$ cat src/sv/mrp_pkg.sv
`timescale 1ns / 1ps

package mrp_pkg;

    localparam int RX_DEPTH    = 128;
    localparam int CHUNK_WORDS = 45;
    localparam int QUEUE_DEPTH = 4;

    localparam int RX_AW  = $clog2(RX_DEPTH);
    localparam int CNT_W  = $clog2(RX_DEPTH + 1);
    localparam int IDX_W  = $clog2(CHUNK_WORDS + 1);
    localparam int QA_W   = $clog2(QUEUE_DEPTH);
    localparam int QF_W   = $clog2(QUEUE_DEPTH + 1);

    localparam logic [15:0] CRC_INIT        = 16'hFFFF;
    localparam logic [15:0] CRC_POLY        = 16'hA001;
    localparam logic [15:0] HOLD_THIRD_ADDR = 16'h0054;
    localparam logic [15:0] CHUNK_LEN       = 16'(CHUNK_WORDS);
    localparam logic [7:0]  SLAVE_RESET     = 8'h01;

    localparam logic [7:0] FN_HOLDING = 8'd3;
    localparam logic [7:0] FN_INPUT   = 8'd4;

    localparam logic [1:0] CMD_BYTE  = 2'd0;
    localparam logic [1:0] CMD_START = 2'd1;
    localparam logic [1:0] CMD_FRAME = 2'd2;

    localparam logic [1:0] KIND_TX   = 2'd0;
    localparam logic [1:0] KIND_REG  = 2'd1;
    localparam logic [1:0] KIND_DONE = 2'd2;

    localparam logic [2:0] PH_HOLD_A  = 3'd0;
    localparam logic [2:0] PH_HOLD_B  = 3'd1;
    localparam logic [2:0] PH_HOLD_C  = 3'd2;
    localparam logic [2:0] PH_INPUT_A = 3'd3;
    localparam logic [2:0] PH_INPUT_B = 3'd4;

    typedef enum logic [1:0] {
        CLS_BYTE,
        CLS_START,
        CLS_FRAME
    } t_cls;

    typedef struct packed {
        t_cls       cls;
        logic [7:0] data;
    } t_item;

    typedef struct packed {
        logic  valid;
        t_item item;
    } t_head;

    function automatic logic [15:0] crc_byte(input logic [15:0] crc_in,
                                             input logic [7:0] b);
        logic [15:0] c;
        c = crc_in ^ {8'h00, b};
        for (int i = 0; i < 8; i++) begin
            if (c[0]) begin
                c = (c >> 1) ^ CRC_POLY;
            end else begin
                c = c >> 1;
            end
        end
        return c;
    endfunction

endpackage

$ cat src/sv/modbus_rtu_register_poller.sv
`timescale 1ns / 1ps

// Channel   Handshake              Words
// input     i_start / o_busy       i_command, i_rx_byte
// result    o_strobe (no stall)    o_kind, o_tx_byte, o_reg_bank, o_reg_index,
//                                  o_reg_value, o_last
// config    i_cfg_wr_en            i_cfg_wr_data (slave address)
//
// A received byte is taken from the queue and written to the receive buffer. A start is
// taken from the queue, then the eight request bytes go out back to back. A frame end is
// taken from the queue, then each register word passes S_RD_HI, S_RD_LO and S_WORD, as
// the receive buffer has a single read port; then the next request or the completion
// word follows. A four-word queue sits between the front and back ends, so o_busy rises
// only when it is full. Reset is synchronous and active low.

module modbus_rtu_register_poller (
    input  logic        i_clk,
    input  logic        i_rst_n,
    input  logic        i_start,
    input  logic [1:0]  i_command,
    input  logic [7:0]  i_rx_byte,
    output logic        o_busy,
    input  logic        i_cfg_wr_en,
    input  logic [7:0]  i_cfg_wr_data,
    output logic        o_strobe,
    output logic [1:0]  o_kind,
    output logic [7:0]  o_tx_byte,
    output logic        o_reg_bank,
    output logic [7:0]  o_reg_index,
    output logic [15:0] o_reg_value,
    output logic        o_last
);

    logic [7:0]     r_slave_address;
    mrp_pkg::t_head head;
    logic           pop;

    always_ff @(posedge i_clk) begin
        if (!i_rst_n) begin
            r_slave_address <= mrp_pkg::SLAVE_RESET;
        end else if (i_cfg_wr_en) begin
            r_slave_address <= i_cfg_wr_data;
        end
    end

    mrp_front u_front (
        .i_clk     (i_clk),
        .i_rst_n   (i_rst_n),
        .i_start   (i_start),
        .i_command (i_command),
        .i_rx_byte (i_rx_byte),
        .i_pop     (pop),
        .o_busy    (o_busy),
        .o_head    (head)
    );

    mrp_back u_back (
        .i_clk           (i_clk),
        .i_rst_n         (i_rst_n),
        .i_head          (head),
        .i_slave_address (r_slave_address),
        .o_pop           (pop),
        .o_strobe        (o_strobe),
        .o_kind          (o_kind),
        .o_tx_byte       (o_tx_byte),
        .o_reg_bank      (o_reg_bank),
        .o_reg_index     (o_reg_index),
        .o_reg_value     (o_reg_value),
        .o_last          (o_last)
    );

endmodule

$ cat src/sv/mrp_front.sv
`timescale 1ns / 1ps

module mrp_front (
    input  logic           i_clk,
    input  logic           i_rst_n,
    input  logic           i_start,
    input  logic [1:0]     i_command,
    input  logic [7:0]     i_rx_byte,
    input  logic           i_pop,
    output logic           o_busy,
    output mrp_pkg::t_head o_head
);

    mrp_pkg::t_item                 r_q [mrp_pkg::QUEUE_DEPTH];
    logic [mrp_pkg::QA_W-1:0]       r_wr_ptr;
    logic [mrp_pkg::QA_W-1:0]       r_rd_ptr;
    logic [mrp_pkg::QF_W-1:0]       r_fill;
    logic                           push;
    logic                           pop;
    logic                           known;
    mrp_pkg::t_item                 item;

    always_comb begin
        known     = 1'b1;
        item.data = i_rx_byte;
        case (i_command)
            mrp_pkg::CMD_BYTE:  item.cls = mrp_pkg::CLS_BYTE;
            mrp_pkg::CMD_START: item.cls = mrp_pkg::CLS_START;
            mrp_pkg::CMD_FRAME: item.cls = mrp_pkg::CLS_FRAME;
            default: begin
                item.cls = mrp_pkg::CLS_BYTE;
                known    = 1'b0;
            end
        endcase
    end

    assign o_busy       = (r_fill == mrp_pkg::QF_W'(mrp_pkg::QUEUE_DEPTH));
    assign push         = i_start && !o_busy && known;
    assign pop          = i_pop && (r_fill != '0);
    assign o_head.valid = (r_fill != '0);
    assign o_head.item  = r_q[r_rd_ptr];

    always_ff @(posedge i_clk) begin
        if (push) begin
            r_q[r_wr_ptr] <= item;
        end
    end

    always_ff @(posedge i_clk) begin
        if (!i_rst_n) begin
            r_wr_ptr <= '0;
            r_rd_ptr <= '0;
            r_fill   <= '0;
        end else begin
            if (push) begin
                r_wr_ptr <= r_wr_ptr + 1'b1;
            end
            if (pop) begin
                r_rd_ptr <= r_rd_ptr + 1'b1;
            end
            if (push && !pop) begin
                r_fill <= r_fill + 1'b1;
            end else if (pop && !push) begin
                r_fill <= r_fill - 1'b1;
            end
        end
    end

endmodule

$ cat src/sv/mrp_back.sv
`timescale 1ns / 1ps

module mrp_back (
    input  logic           i_clk,
    input  logic           i_rst_n,
    input  mrp_pkg::t_head i_head,
    input  logic [7:0]     i_slave_address,
    output logic           o_pop,
    output logic           o_strobe,
    output logic [1:0]     o_kind,
    output logic [7:0]     o_tx_byte,
    output logic           o_reg_bank,
    output logic [7:0]     o_reg_index,
    output logic [15:0]    o_reg_value,
    output logic           o_last
);

    typedef enum logic [2:0] {
        S_IDLE,
        S_RD_HI,
        S_RD_LO,
        S_WORD,
        S_REQ,
        S_DONE
    } t_state;

    t_state                      r_state,  n_state;
    logic [2:0]                  r_phase,  n_phase;
    logic [mrp_pkg::CNT_W-1:0]   r_count,  n_count;
    logic [mrp_pkg::IDX_W-1:0]   r_idx,    n_idx;
    logic [2:0]                  r_bidx,   n_bidx;
    logic [15:0]                 r_crc,    n_crc;
    logic [7:0]                  r_hi,     n_hi;
    logic                        r_strobe, n_strobe;
    logic [1:0]                  r_kind,   n_kind;
    logic [7:0]                  r_tx,     n_tx;
    logic                        r_bank,   n_bank;
    logic [7:0]                  r_index,  n_index;
    logic [15:0]                 r_value,  n_value;
    logic                        r_last,   n_last;

    logic [7:0]                  r_mem [mrp_pkg::RX_DEPTH];
    logic [7:0]                  r_rd_data;
    logic                        r_rd_ok;
    logic [mrp_pkg::CNT_W-1:0]   rd_pos;
    logic                        wr_en;
    logic [7:0]                  rd_byte;
    logic [7:0]                  fn_code;
    logic [15:0]                 start_addr;
    logic [7:0]                  base;
    logic                        bank;
    logic [7:0]                  frame_byte;

    always_comb begin
        case (r_phase)
            mrp_pkg::PH_HOLD_B: begin
                fn_code    = mrp_pkg::FN_HOLDING;
                start_addr = mrp_pkg::CHUNK_LEN;
                base       = 8'(mrp_pkg::CHUNK_WORDS);
            end
            mrp_pkg::PH_HOLD_C: begin
                fn_code    = mrp_pkg::FN_HOLDING;
                start_addr = mrp_pkg::HOLD_THIRD_ADDR;
                base       = 8'(2 * mrp_pkg::CHUNK_WORDS);
            end
            mrp_pkg::PH_INPUT_A: begin
                fn_code    = mrp_pkg::FN_INPUT;
                start_addr = 16'h0000;
                base       = 8'h00;
            end
            mrp_pkg::PH_INPUT_B: begin
                fn_code    = mrp_pkg::FN_INPUT;
                start_addr = mrp_pkg::CHUNK_LEN;
                base       = 8'(mrp_pkg::CHUNK_WORDS);
            end
            default: begin
                fn_code    = mrp_pkg::FN_HOLDING;
                start_addr = 16'h0000;
                base       = 8'h00;
            end
        endcase
        bank = (r_phase == mrp_pkg::PH_INPUT_A) || (r_phase == mrp_pkg::PH_INPUT_B);
    end

    always_comb begin
        case (r_bidx)
            3'd0:    frame_byte = i_slave_address;
            3'd1:    frame_byte = fn_code;
            3'd2:    frame_byte = start_addr[15:8];
            3'd3:    frame_byte = start_addr[7:0];
            3'd4:    frame_byte = mrp_pkg::CHUNK_LEN[15:8];
            3'd5:    frame_byte = mrp_pkg::CHUNK_LEN[7:0];
            3'd6:    frame_byte = r_crc[7:0];
            default: frame_byte = r_crc[15:8];
        endcase
    end

    assign rd_byte = r_rd_ok ? r_rd_data : 8'h00;
    assign o_pop   = (r_state == S_IDLE) && i_head.valid;
    assign wr_en   = o_pop && (i_head.item.cls == mrp_pkg::CLS_BYTE)
                     && (r_count < mrp_pkg::CNT_W'(mrp_pkg::RX_DEPTH));

    always_comb begin
        rd_pos = mrp_pkg::CNT_W'({r_idx, 1'b0}) + mrp_pkg::CNT_W'(3);
        if (r_state == S_RD_LO) begin
            rd_pos = rd_pos + 1'b1;
        end
    end

    always_ff @(posedge i_clk) begin
        if (wr_en) begin
            r_mem[r_count[mrp_pkg::RX_AW-1:0]] <= i_head.item.data;
        end
        r_rd_data <= r_mem[rd_pos[mrp_pkg::RX_AW-1:0]];
        r_rd_ok   <= (rd_pos < r_count);
    end

    always_comb begin
        n_state  = r_state;
        n_phase  = r_phase;
        n_count  = r_count;
        n_idx    = r_idx;
        n_bidx   = r_bidx;
        n_crc    = r_crc;
        n_hi     = r_hi;
        n_strobe = 1'b0;
        n_kind   = mrp_pkg::KIND_TX;
        n_tx     = 8'h00;
        n_bank   = 1'b0;
        n_index  = 8'h00;
        n_value  = 16'h0000;
        n_last   = 1'b0;
        case (r_state)
            S_IDLE: begin
                if (i_head.valid) begin
                    case (i_head.item.cls)
                        mrp_pkg::CLS_BYTE: begin
                            if (wr_en) begin
                                n_count = r_count + 1'b1;
                            end
                        end
                        mrp_pkg::CLS_START: begin
                            n_phase = mrp_pkg::PH_HOLD_A;
                            n_count = '0;
                            n_bidx  = 3'd0;
                            n_crc   = mrp_pkg::CRC_INIT;
                            n_state = S_REQ;
                        end
                        mrp_pkg::CLS_FRAME: begin
                            if (r_phase <= mrp_pkg::PH_INPUT_B) begin
                                n_idx   = '0;
                                n_state = S_RD_HI;
                            end
                        end
                        default: ;
                    endcase
                end
            end
            S_RD_HI: begin
                n_state = S_RD_LO;
            end
            S_RD_LO: begin
                n_hi    = rd_byte;
                n_state = S_WORD;
            end
            S_WORD: begin
                n_strobe = 1'b1;
                n_kind   = mrp_pkg::KIND_REG;
                n_bank   = bank;
                n_index  = base + 8'(r_idx);
                n_value  = {r_hi, rd_byte};
                if (r_idx == mrp_pkg::IDX_W'(mrp_pkg::CHUNK_WORDS - 1)) begin
                    if (r_phase == mrp_pkg::PH_INPUT_B) begin
                        n_phase = mrp_pkg::PH_HOLD_A;
                        n_state = S_DONE;
                    end else begin
                        n_phase = r_phase + 1'b1;
                        n_count = '0;
                        n_bidx  = 3'd0;
                        n_crc   = mrp_pkg::CRC_INIT;
                        n_state = S_REQ;
                    end
                end else begin
                    n_idx   = r_idx + 1'b1;
                    n_state = S_RD_HI;
                end
            end
            S_REQ: begin
                n_strobe = 1'b1;
                n_tx     = frame_byte;
                n_bidx   = r_bidx + 1'b1;
                if (r_bidx < 3'd6) begin
                    n_crc = mrp_pkg::crc_byte(r_crc, frame_byte);
                end
                if (r_bidx == 3'd7) begin
                    n_last  = 1'b1;
                    n_state = S_IDLE;
                end
            end
            S_DONE: begin
                n_strobe = 1'b1;
                n_kind   = mrp_pkg::KIND_DONE;
                n_last   = 1'b1;
                n_state  = S_IDLE;
            end
            default: begin
                n_state = S_IDLE;
            end
        endcase
    end

    always_ff @(posedge i_clk) begin
        if (!i_rst_n) begin
            r_state  <= S_IDLE;
            r_phase  <= mrp_pkg::PH_HOLD_A;
            r_count  <= '0;
            r_strobe <= 1'b0;
        end else begin
            r_state  <= n_state;
            r_phase  <= n_phase;
            r_count  <= n_count;
            r_strobe <= n_strobe;
        end
        r_idx   <= n_idx;
        r_bidx  <= n_bidx;
        r_crc   <= n_crc;
        r_hi    <= n_hi;
        r_kind  <= n_kind;
        r_tx    <= n_tx;
        r_bank  <= n_bank;
        r_index <= n_index;
        r_value <= n_value;
        r_last  <= n_last;
    end

    assign o_strobe    = r_strobe;
    assign o_kind      = r_kind;
    assign o_tx_byte   = r_tx;
    assign o_reg_bank  = r_bank;
    assign o_reg_index = r_index;
    assign o_reg_value = r_value;
    assign o_last      = r_last;

endmodule

$ cat config.mk
export PLATFORM = sky130hd
export DESIGN_NAME = modbus_rtu_register_poller
export DESIGN_NICKNAME = d
export VERILOG_FILES = /design/src/sv/mrp_pkg.sv /design/src/sv/modbus_rtu_register_poller.sv /design/src/sv/mrp_front.sv /design/src/sv/mrp_back.sv
export SDC_FILE = /design/constraint.sdc
export NUM_CORES = 1
export LEC_CHECK = 0
export ABC_CLOCK_PERIOD_IN_PS = 3700
export BUFFER_PORTS_ARGS = -buffer_cell sky130_fd_sc_hd__buf_4
export CORE_MARGIN = 5
export CORE_UTILIZATION = 45
export CTS_CLUSTER_SIZE = 30
export DETAILED_ROUTE_END_ITERATION = 12
export PLACE_DENSITY_LB_ADDON = 0.08
export SLEW_MARGIN = 10
export SYNTH_ARGS = -nofsm -noshare
export SYNTH_HDL_FRONTEND = slang
export SYNTH_SLANG_ARGS = --single-unit
export TNS_END_PERCENT = 50
$ cat constraint.sdc
create_clock -name i_clk -period 3.7 [get_ports i_clk]
set_input_delay 0.74 -clock i_clk [delete_from_list [all_inputs] [get_ports i_clk]]
set_output_delay 0.74 -clock i_clk [all_outputs]
set_load 0.02 [all_outputs]
; ---- Word-level counts from Yosys, hierarchy flattened
; Memories as Yosys holds them, arrays and structs flattened. A register that Yosys moved wholly into a read port is not among the register bits.
; Cells that the tools add are included.
[classes]
mux = 74
eq_ne = 35
n_addsub = 11
bitwise = 9
n_lt_le_gt_ge = 4
n_reduce_logical = 30
[ops]
columns = operator, n
row1 = 16-bit two-way mux, 27
row2 = 8-bit one-hot mux with 7 select lines, 1
row3 = 8-bit two-way mux, 6
row4 = 16-bit one-hot mux with 3 select lines, 1
row5 = 3-bit two-way mux, 13
row6 = 8-bit one-hot mux with 2 select lines, 2
row7 = 7-bit one-hot mux with 2 select lines, 2
row8 = "3-bit equality test, second input constant", 8
row9 = 6-bit two-way mux, 4
row10 = 2-bit inverter with 3-bit output, 8
row11 = "3-bit by 2-bit equality test with 1-bit output, second input constant", 6
row12 = "8-bit by 1-bit adder with 8-bit output, second input constant", 2
row13 = 16-bit by 8-bit XOR with 16-bit output, 1
row14 = 3-bit one-hot mux with 5 select lines, 1
row15 = 3-bit one-hot mux with 2 select lines, 2
row16 = 6-bit one-hot mux with 2 select lines, 1
row17 = 6-bit AND reduction, 2
row18 = "2-bit != test, second input constant", 5
row19 = 5-bit AND reduction, 2
row20 = "3-bit by 1-bit adder with 3-bit output, second input constant", 3
row21 = "3-bit by 1-bit equality test with 1-bit output, second input constant", 3
row22 = "3-bit != test, second input constant", 3
row23 = 3-bit one-hot mux with 3 select lines, 1
row24 = "7-bit by 2-bit adder with 8-bit output, second input constant", 1
row25 = other kinds (27), 58
[totals]
word_cells = 184
mem_count = 2
reg_bits = 100
ramBits = 1064
out_inout_bits = 38
inputBits = 22
[mem_list]
columns = memory, words, word_bits, rd, rd_ports_with_merged_regs, wr, line_no
row1 = u_back.r_mem, 128, 8, 1, 1, 1, mrp_back.sv:42  ; logic [7:0] r_mem [mrp_pkg::RX_DEPTH];
row2 = u_front.r_q, 4, 10, 1, 1, 1, mrp_front.sv:14  ; mrp_pkg::t_item r_q [mrp_pkg::QUEUE_DEPTH];

; ---- Logic depth before layout (Yosys ltp)
[depth]
word_depth = 37
depth_mapped = 19
depth_no_buf = 12

; ---- Hierarchy
; Synthesis repeated with hierarchy kept, for this count alone.
[hier_totals]
hier_cells = 3040
hier_area_um2 = 46898.7
[by_module_without_submodules]
columns = module, seq_area_each_um2, instances, cells_per_inst, area_per_inst_um2
row1 = mrp_back, 32941.6, 1, 2913, 44654.1
row2 = mrp_front, 1381.3, 1, 102, 1945.6
row3 = modbus_rtu_register_poller, 160.2, 1, 25, 299.0

; ---- Least setup slack after synthesis
; OpenSTA, ideal clock, no wires.
[synth_path]
path_kind = register to register
from = register u_back.r_idx[0] (netlist bit)
to = register u_back.r_rd_ok
n_path_buf = 8
stages_incl_launch_ff = 20
setup_time_ps = 70
t_required_ps = 3630
setup_slack_ps = -367
period_less_slack_ps = 4067
arrival_ps = 3997
path_cell_list = edfxtp_1 > clkbuf_1 > inv_2 > buf_4 > buf_2 > buf_2 > buf_1 > ha_1 > xnor2_1 > inv_2 > clkbuf_1 > buf_2 > buf_2 > ha_1 > o21a_1 > o21a_1 > o21ai_1 > a21boi_1 > o21ai_1 > o2bb2ai_1
[synth_via]
elab_chain_len = 4
[synth_rtl]
columns = element, line_no
row1 = "start, declared", mrp_back.sv:30  ; logic [mrp_pkg::IDX_W-1:0] r_idx, n_idx;
row2 = "start signal, assigned", mrp_back.sv:224  ; r_idx <= n_idx;
row3 = 7-bit by 2-bit adder with 8-bit output (*), mrp_back.sv:104  ; rd_pos = mrp_pkg::CNT_W'({r_idx, 1'b0}) + mrp_pkg::CNT_W'(3);
row4 = 8-bit by 1-bit adder with 8-bit output, mrp_back.sv:106  ; rd_pos = rd_pos + 1'b1;
row5 = 8-bit two-way mux (*), mrp_back.sv:105  ; if (r_state == S_RD_LO) begin
row6 = 8-bit less-than comparator (*), mrp_back.sv:115  ; r_rd_ok <= (rd_pos < r_count);
row7 = "end signal, assigned", mrp_back.sv:115
row8 = "end, declared", mrp_back.sv:44  ; logic r_rd_ok;
; Mark *: on every way between the ends. The rest lies on a longest branch, timed or not.
; A chain may end at the register's enable or synchronous reset.

; ---- Worst setup path after layout
[layout_path]
from = register u_back.r_state[1]
to = register u_back.r_rd_data[0] (read register of u_back.r_mem)
[layout_via]
elab_chain_len = 2
[layout_rtl]
columns = element, line_no
row1 = "start, declared", mrp_back.sv:27  ; t_state r_state, n_state;
row2 = "start signal, assigned", mrp_back.sv:219  ; r_state <= n_state;
row3 = 3-bit by 2-bit equality test with 1-bit output, mrp_back.sv:105
row4 = 8-bit two-way mux, mrp_back.sv:105
row5 = "end, declared", mrp_back.sv:43  ; logic [7:0] r_rd_data;
; No other way between the ends.

==> metrics <==
core area=0.104 sq mm; crit path from=u_back.r_state[1]; # port buffers=59; Leak=18.0 nW; clk slew on worst S/H paths=0.06 ns; Post-synth top cells=edfxtp_1, nor2_1, nand2_1; crit start category=flip-flop; Cell Chain, Critical Path=buf_4, nor4b_2, buf_4, xnor2_4, inv_4, buf_12, nor2_1, o311ai_0, a31oi_1, o21ai_1; post-place setup slack=0.191 ns; Arrival @ worst endpoint=4.21 ns; synth unique cells=81; Ys Warns=0; worst setup margin=0.133 ns; worst-case reg-to-reg path depth=10; largest net degree at the start of global routing=107; Worst slew margin=19.4%; slowest CP cell=o311ai_0; Final period util=96.4%; Layout area overhead=16.3%; filler cell count=8588; combinational power share=34.8%; CP top delay family=buffers and inverters; Hold Crit Depth=1; synthesized area per cell=15.3 sq um; layout cells sized above 1=19.0%; most frequent CP cell=buf_4; register share of total power=37.8%; top-count cell post-synth=edfxtp_1; r2r startpoint=u_back.r_state[1]; number of global-route vias before repair=28300; mapped cell area=0.0470 sq mm; Internal=0.0285 W; max-cap violations=0; number of CTS-inserted buffers=121; final setup vio count=0; Avg Vias per Cell=5.90; switch share=35.7%; Main synth FF type=edfxtp_1; Worst EP required=4.34 ns; share of the synthesized area in the top cell type=70.2%; syn_nets=3138; antenna-violating nets left=0; fmax=280 MHz; Worst-Skew Late Latency=0.71 ns; H-tree Lvls=3; DR DRC count=0; hpwl dp=85.8 mm; Hold Startpoint=i_rx_byte[0]; worst hold path class=input pin to flip-flop; multi-input logic area=0.0117 sq mm; total congestion overflow=0; #FFs+latches synth=1174; boundary pin count=60; CP Capture Type=flip-flop; Worst Path Buf+Inv=4; initial antenna violation count=1; Reg area=0.0345 sq mm; Starting Density=45.3%; GRT Total Usage=23.9%; crit path max fanout=42; Wirelength per Cell=28.0 microns; register area share after synthesis=73.4%; root buffer cell=clkbuf_16; status=complete, no violations; clock tree buffer depth=3; clock share of power=27.4%; RSZ-0062 raised after global routing=false; first-pass GRT wire length=197 mm; first drt pass iteration count=5; WP depth=10; Worst Tran Pin Value=1.20 ns; CP Class=flip-flop to flip-flop; final hold vios=0; Post-Synthesis Cells=3078; row count=118; Final Skew=0.0205 ns; via count=28400; postcts setup bufs=0; initial drt markers=3244; largest vdd supply drop=0.741 mV; Area contributors post-synth=edfxtp_1, mux4_2, dfxtp_1; Synth async-reset ratio=0%; Die X=333 microns; cell taking the most area after synthesis=edfxtp_1; Largest stage delay, worst path=0.83 ns; power density of the placed cells=811 mW/mm^2; Max Slew Vio Count=0; total die area=0.111 sq mm; post-layout util=52.7%; final WL=135 mm; CTS tree=done; Period minus WS final=3.57 ns; Net Switching=0.0158 W; Net count, final=3387; Clock Sinks=1174; Post-synth EDFFs=1097; GPL Wtd Cong=0.935; Die H=333 microns
==> layout make-up <==
class	instances	area share [%]
clock inverters	76	1.33
flip-flops and latches	1174	63.2
multi-input cells	1679	21.4
clock buffers	146	5.91
inverters	34	0.268
diodes	1	0.00458
repair buffers	317	4.79
well taps	1380	3.16
==> final timing paths <==
path | to | slack (ns)
worst max register to register | u_back.r_rd_data[0] | 0.13
worst min register to register | u_back.o_reg_value[15] | 0.44
worst min-delay path | u_front.r_q[0][0] | 0.23
worst max-delay path | u_back.r_rd_data[0] | 0.13
==> metal layers <==
metal / up-vias / share of wire, % / track usage, %
met2: 1096 / 48 / 38.8
li1: 12400 / - / -
met4: 0 / 2.4 / 5.72
met5: - / 0 / 0
met3: 215 / 7.2 / 4.30
met1: 14700 / 42 / 33.9
==> state kept, by name, summed over array words and instances, names as in the netlist, 16 cells and up, named ones only <==
signal	flops
u_front.r_q	40
u_back.r_mem	1024
u_back.o_reg_value	16
u_back.r_crc	16
==> cells by family (layout without fill, tap and decap cells) <==
| kind of cell | count (synthesis) | in the layout | share of synthesized area (%) |
|---|---|---|---|
| DFF | 1174 | 1174 | 73.4 |
| and+or+nand+nor | 778 | 778 | 7.50 |
| AOI/OAI and AO/OA | 687 | 687 | 9.24 |
| buffers and inverters | 225 | 573 | 1.97 |
| muxes | 131 | 131 | 5.76 |
| xor gates and xnor gates | 45 | 45 | 1.06 |
| adders and majority gates | 38 | 38 | 1.04 |
| other | 0 | 1 | 0 |
==> placed cells by master (no fill, tap or decap), types with 27 or more instances in the layout <==
cell type	count
o21ai_0	69
nand3_1	27
o21a_1	27
nor3_1	35
nor4bb_1	31
clkinv_1	28
nor2_1	297
clkbuf_16	124
o22a_1	30
a31oi_1	60
o21ai_1	60
nand2_1	269
buf_4	298
and2_1	41
mux4_2	103
a21oi_1	234
edfxtp_1	1097
dfxtp_1	75
o22ai_1	44
ha_1	35
==> through the flow <==
stage               TNS [ns]  std cells  total power (W)  cell area, sq um  hold WS [ns]
CTS                        0       4806           0.0444             54600         0.179
floorplan            -0.0779       3078           0.0257             47000         0.420
global placement           0       4584           0.0322             50600         0.423
finish                     0       4807           0.0443             54600         0.228
global route               0       4806           0.0460             54600         0.199
detailed placement         0       4584           0.0323             50600         0.429
==> repair_timing <==
| item | in CTS | in global routing |
|---|---|---|
| resized for setup | 0 | 1 |
| hold endpoints to repair | 0 | 0 |
| hold buffers | 0 | 0 |
| endpoints found under the setup margin | 0 | 1 |
==> power by group through the flow <==
stage / Clock (W) / Combinational, W / Sequential (W)
2_1_floorplan: 0 / 0.00872 / 0.0170
3_3_place_gp: 0 / 0.0152 / 0.0170
3_5_place_dp: 0 / 0.0153 / 0.0170
4_1_cts: 0.0123 / 0.0154 / 0.0167
5_1_grt: 0.0129 / 0.0163 / 0.0168
6_report: 0.0121 / 0.0154 / 0.0167
Power figures use the tool's default switching activity.
